[config.mk]
export PLATFORM = sky130hd
export DESIGN_NAME = hns_divider
export DESIGN_NICKNAME = d
export VERILOG_FILES = /design/src/hdl/hns_divider.sv
export SDC_FILE = /design/constraint.sdc
export NUM_CORES = 1
export LEC_CHECK = 0
export BUFFER_PORTS_ARGS = -buffer_cell sky130_fd_sc_hd__buf_2
export CAP_MARGIN = 5
export CORE_UTILIZATION = 58
export CTS_CLUSTER_SIZE = 14
export DETAILED_ROUTE_END_ITERATION = 12
export GPL_TIMING_DRIVEN = 0
export PLACE_DENSITY = 0.93
export SETUP_SLACK_MARGIN = 0.4
export SYNTH_ARGS = -nofsm -noshare
export SYNTH_HDL_FRONTEND = slang
export SYNTH_SLANG_ARGS = --single-unit
[constraint.sdc]
create_clock -name clk -period 4 [get_ports clk]
set_clock_uncertainty 0.2 [all_clocks]
set_input_delay 0.2 -clock clk [delete_from_list [all_inputs] [get_ports clk]]
set_output_delay 0.2 -clock clk [all_outputs]
set_load 0.05 [all_outputs]
[src/hdl/hns_divider.sv]
module hns_divider #(
    parameter int NUM_W = 24,
    parameter int DEN_W = 9
) (
    input  logic                  clk,
    input  logic                  rst_n,
    input  logic                  start,
    input  logic [1:0][NUM_W-1:0] num,
    input  logic [DEN_W-1:0]      den,
    output logic                  busy,
    output logic [1:0][NUM_W-1:0] quot
);

    localparam int LANES  = 2;
    localparam int STEP_W = $clog2(NUM_W + 1);

    logic                  busy_reg;
    logic                  busy_next;
    logic [STEP_W-1:0]     step_reg;
    logic [STEP_W-1:0]     step_next;
    logic [1:0][NUM_W-1:0] quot_reg;
    logic [1:0][DEN_W-1:0] rem_reg;
    logic [DEN_W-1:0]      den_reg;
    logic [1:0][DEN_W:0]   trial;
    logic [1:0][DEN_W:0]   trial_sub;
    logic [1:0]            fits;

    always_comb
    begin
        for (int i = 0; i < LANES; i++)
        begin
            trial[i]     = {rem_reg[i], quot_reg[i][NUM_W-1]};
            fits[i]      = trial[i] >= {1'b0, den_reg};
            trial_sub[i] = trial[i] - {1'b0, den_reg};
        end
    end

    always_comb
    begin
        busy_next = busy_reg;
        step_next = step_reg;
        if (start)
        begin
            busy_next = 1'b1;
            step_next = STEP_W'(NUM_W);
        end
        else if (busy_reg)
        begin
            step_next = step_reg - STEP_W'(1);
            if (step_reg == STEP_W'(1))
            begin
                busy_next = 1'b0;
            end
        end
    end

    always_ff @(posedge clk or negedge rst_n)
    begin
        if (!rst_n)
        begin
            busy_reg <= 1'b0;
            step_reg <= '0;
        end
        else
        begin
            busy_reg <= busy_next;
            step_reg <= step_next;
        end
    end

    // while busy, shift one quotient bit per lane per cycle
    always_ff @(posedge clk)
    begin
        if (start)
        begin
            quot_reg <= num;
            rem_reg  <= '0;
            den_reg  <= den;
        end
        else if (busy_reg)
        begin
            for (int i = 0; i < LANES; i++)
            begin
                quot_reg[i] <= {quot_reg[i][NUM_W-2:0], fits[i]};
                rem_reg[i]  <= fits[i] ? trial_sub[i][DEN_W-1:0] : trial[i][DEN_W-1:0];
            end
        end
    end

    assign busy = busy_reg;
    assign quot = quot_reg;

endmodule

==> flow_summary.yaml <==
run_status:
  status: "finished with violations"
  violations: "negative hold slack"
yosys:
  avgSynthCellArea_sq_um: 12.5
  ys_seq_area_share_pct: 51.0
  async_reset_ff_share_pct: 7.41
  synth_seq_cells: 81
  synth_edf_count: 57
  syn-num-nets: 431
  synth_warnings: 0
  syn_area_sq_mm: 0.00436
  synth_cells: 349
  synth-main-ff-cell: "edfxtp_1"
  synth_cell_types: 50
routing:
  wirelength_mm: 14.9
  drc_errors: 0
  final_antenna_net_count: 0
  routedWlPerCell_um: 23.7
  num_vias: 4040
  drt_first_pass_iters: 7
  routed_via_density: 6.40
  drtIter0Drc: 303
grt:
  grt_use_total_pct: 40.7
  first_global_vias: 4159
  grt_overflow: 0
  grt_antenna_before_repair: 1
  grt_max_degree: 30
  grt_pass1_wl_mm: 22.4
timing:
  relSlewSlack_pct: 54.3
  tightest_slew_ps: 686
  finalCritPeriodShare_pct: 80.1
  hold_violations: 10
  fin_crit_ps: 3210
  finalSetupTns_ps: 0
  max_freq_mhz: 312
  hold_slack_ps: -10.2
  slew_viol_final: 0
  rsz0062_at_grt: "false"
  finalSetupViolations: 0
  setup_ws_ps: 795
clock_network:
  post_cts_resized: 0
  cts_tree: "yes"
  clock_latency_ps: 390
  cts.sinks: 81
  htree_num_levels: 3
  post_cts_buffers: 0
  ctsHoldBuffers: 57
  cts-root-buf: "clkbuf_8"
  path_clk_slew_ps: 90
  cts_max_path_buffers: 2
  cts_buffers: 9
floorplanning:
  core-area_sq_mm: 0.00725
  start_util_pct: 60.1
  pin_count: 109
  die_area_sq_mm: 0.00787
  die-height_um: 88.7
  rows: 31
  die_w_um: 88.7
worst_setup_path:
  critPathMaxFanout: 10
  reg2reg_depth: 10
  crit_type: "reg2reg"
  reg2reg_to: "rem_reg[6]"
  critical_path_arrival_ps: 3260
  crit_path_end_kind: "flip-flop"
  crit_buf_inv: 3
  crit_family: "compound AO/OA/AOI/OAI gates"
  regToRegSetupSlack_ps: 790
  critPathRequiredTime_ps: 4060
  slowest_delay_ps: 510
  start_kind: "flip-flop"
  cp_cell_sequence: "inv_1 > ha_1 > inv_1 > fa_1 > a211oi_4 > o21ai_2 > a211oi_4 > buf_6 > mux2i_1 > a211oi_1"
  reg2reg_from: "quot[23]"
  slowest_stage: "edfxtp_1"
placement:
  pre_cts_slack_ps: 914
  io_buffers: 108
  place_hpwl_mm: 7.78
  gp_congestion: 0.903
min_path:
  whs_endpoint: "den_reg[2]"
  min_delay_path_depth: 1
  worstHoldStart: "start"
  hold_path_class: "in2reg"
finish:
  largest_reg_flops: 48
  num-fill-cells: 368
  fin_nets: 608
  drive_gt1_share_pct: 26.0
  syn_to_final_growth_pct: 33.4
pwr:
  power_density_mw_per_mm2: 552
  ir_worst_vdd_v: 0.000388
  p_leak_uw: 0.00255
job:
  maxCapViolCount: 0
==> routing by layer <==
metal	global-route usage, %	vias up	share of wire (%)
met1	41.6	1919	32
met4	30.1	0	7.2
met2	71.3	359	51
met5	0	-	0
li1	-	1673	-
met3	11.2	89	9.6
==> per-stage QoR <==
step                      cell area (sq um)  power [uW]  instances  hold WS [ps]  utilization (%)
final                                  5810        3210        631         -10.2             80.2
after global routing                   5810        3280        631          12.1             80.2
after CTS                              5810        3030        630          1.65             80.1
after detailed placement               5040        2370        557          -169             69.5
after global placement                 5020        2310        556          -171             69.3
after floorplan                        4360        2100        349          -296                -
==> Yosys cell counts, types with 3 or more instances <==
master    count  share of area [%]
xor2_1        7                1.4
a211oi_1     10                1.7
or3_1         3               0.43
nand4b_1      3               0.60
nand2b_1      6               0.86
a211o_1       3               0.60
a311oi_1      7                1.4
ha_1         20                5.7
o211ai_1      4               0.69
nor2b_1       4               0.57
nor3_1        4               0.46
nor4b_1       3               0.60
edfxtp_1     57                 39
inv_1        19                1.6
mux2_1       46                 12
nor2_1       23                2.0
nand3_1       7               0.80
xnor2_1       5                1.0
nor3b_1       3               0.52
mux2i_1      14                3.2
a21o_1        4               0.69
dfxtp_1      18                8.3
a211oi_4      3                1.4
a21oi_1      11                1.3
nand2_1      10               0.86
a31o_1        3               0.60
buf_1         4               0.34
clkbuf_1      9               0.77
dfrtp_1       6                3.4
==> final cells by class <==
cell class	count	area, sq um	share of cell area (%)
antenna	1	2.50	0.0430
buffer	16	76.3	1.31
clock buffer	10	128	2.19
clock inverter	6	70.1	1.21
inverter	19	71.3	1.23
multi-input combinational	233	1990	34.2
sequential	81	2220	38.2
tap	99	124	2.13
timing repair buffer	166	1130	19.5
==> worst reg2reg max path, stage by stage (launching register included) <==
cell      delay [ps]
edfxtp_1         510
inv_1            110
ha_1             190
inv_1             60
fa_1             440
a211oi_4         300
o21ai_2          150
a211oi_4         470
buf_6            230
mux2i_1           90
a211oi_1         340
==> worst max-delay path by stage <==
stage                  start     endpoint  slack, ps  depth (start not counted)
CTS                 quot[47]  rem_reg[16]       1020                         10
global placement       start      quot[2]        130                          5
finish              quot[23]   rem_reg[6]        790                         10
floorplan               busy      quot[0]        940                          3
global route        quot[23]   rem_reg[6]        710                         10
detailed placement     start     quot[14]        910                          6
==> cell families (layout without fill, tap and decap cells) <==
kind of cell	count (synthesis)	in the layout	synth area share, %
adder cells (fa/ha/maj)	22	22	6.66
other	0	1	0
XOR/XNOR	12	12	2.41
AND/OR/NAND/NOR	80	80	10.4
buffers and inverters	35	217	3.39
AO/OA/AOI/OAI	59	59	11.1
flip-flops	81	81	51.0
multiplexers	60	60	15.1
==> cells in the final DEF, fill, tap and decap left out, types with 9 or more instances in the layout <==
master	count
buf_2	109
nand2_1	10
clkbuf_1	10
dfxtp_1	18
ha_1	20
inv_1	19
mux2_1	46
mux2i_1	14
a21oi_1	11
nor2_1	23
clkbuf_8	9
a211oi_1	10
dlygate4sd3_1	57
edfxtp_1	57
==> report_power, final <==
group | internal [uW] | total, uW | switching [uW]
combinational | 505 | 1370 | 868
clock | 293 | 660 | 367
sequential | 1050 | 1170 | 121
total | 1850 | 3210 | 1360
Note: power is estimated with default switching activity, not from simulation.
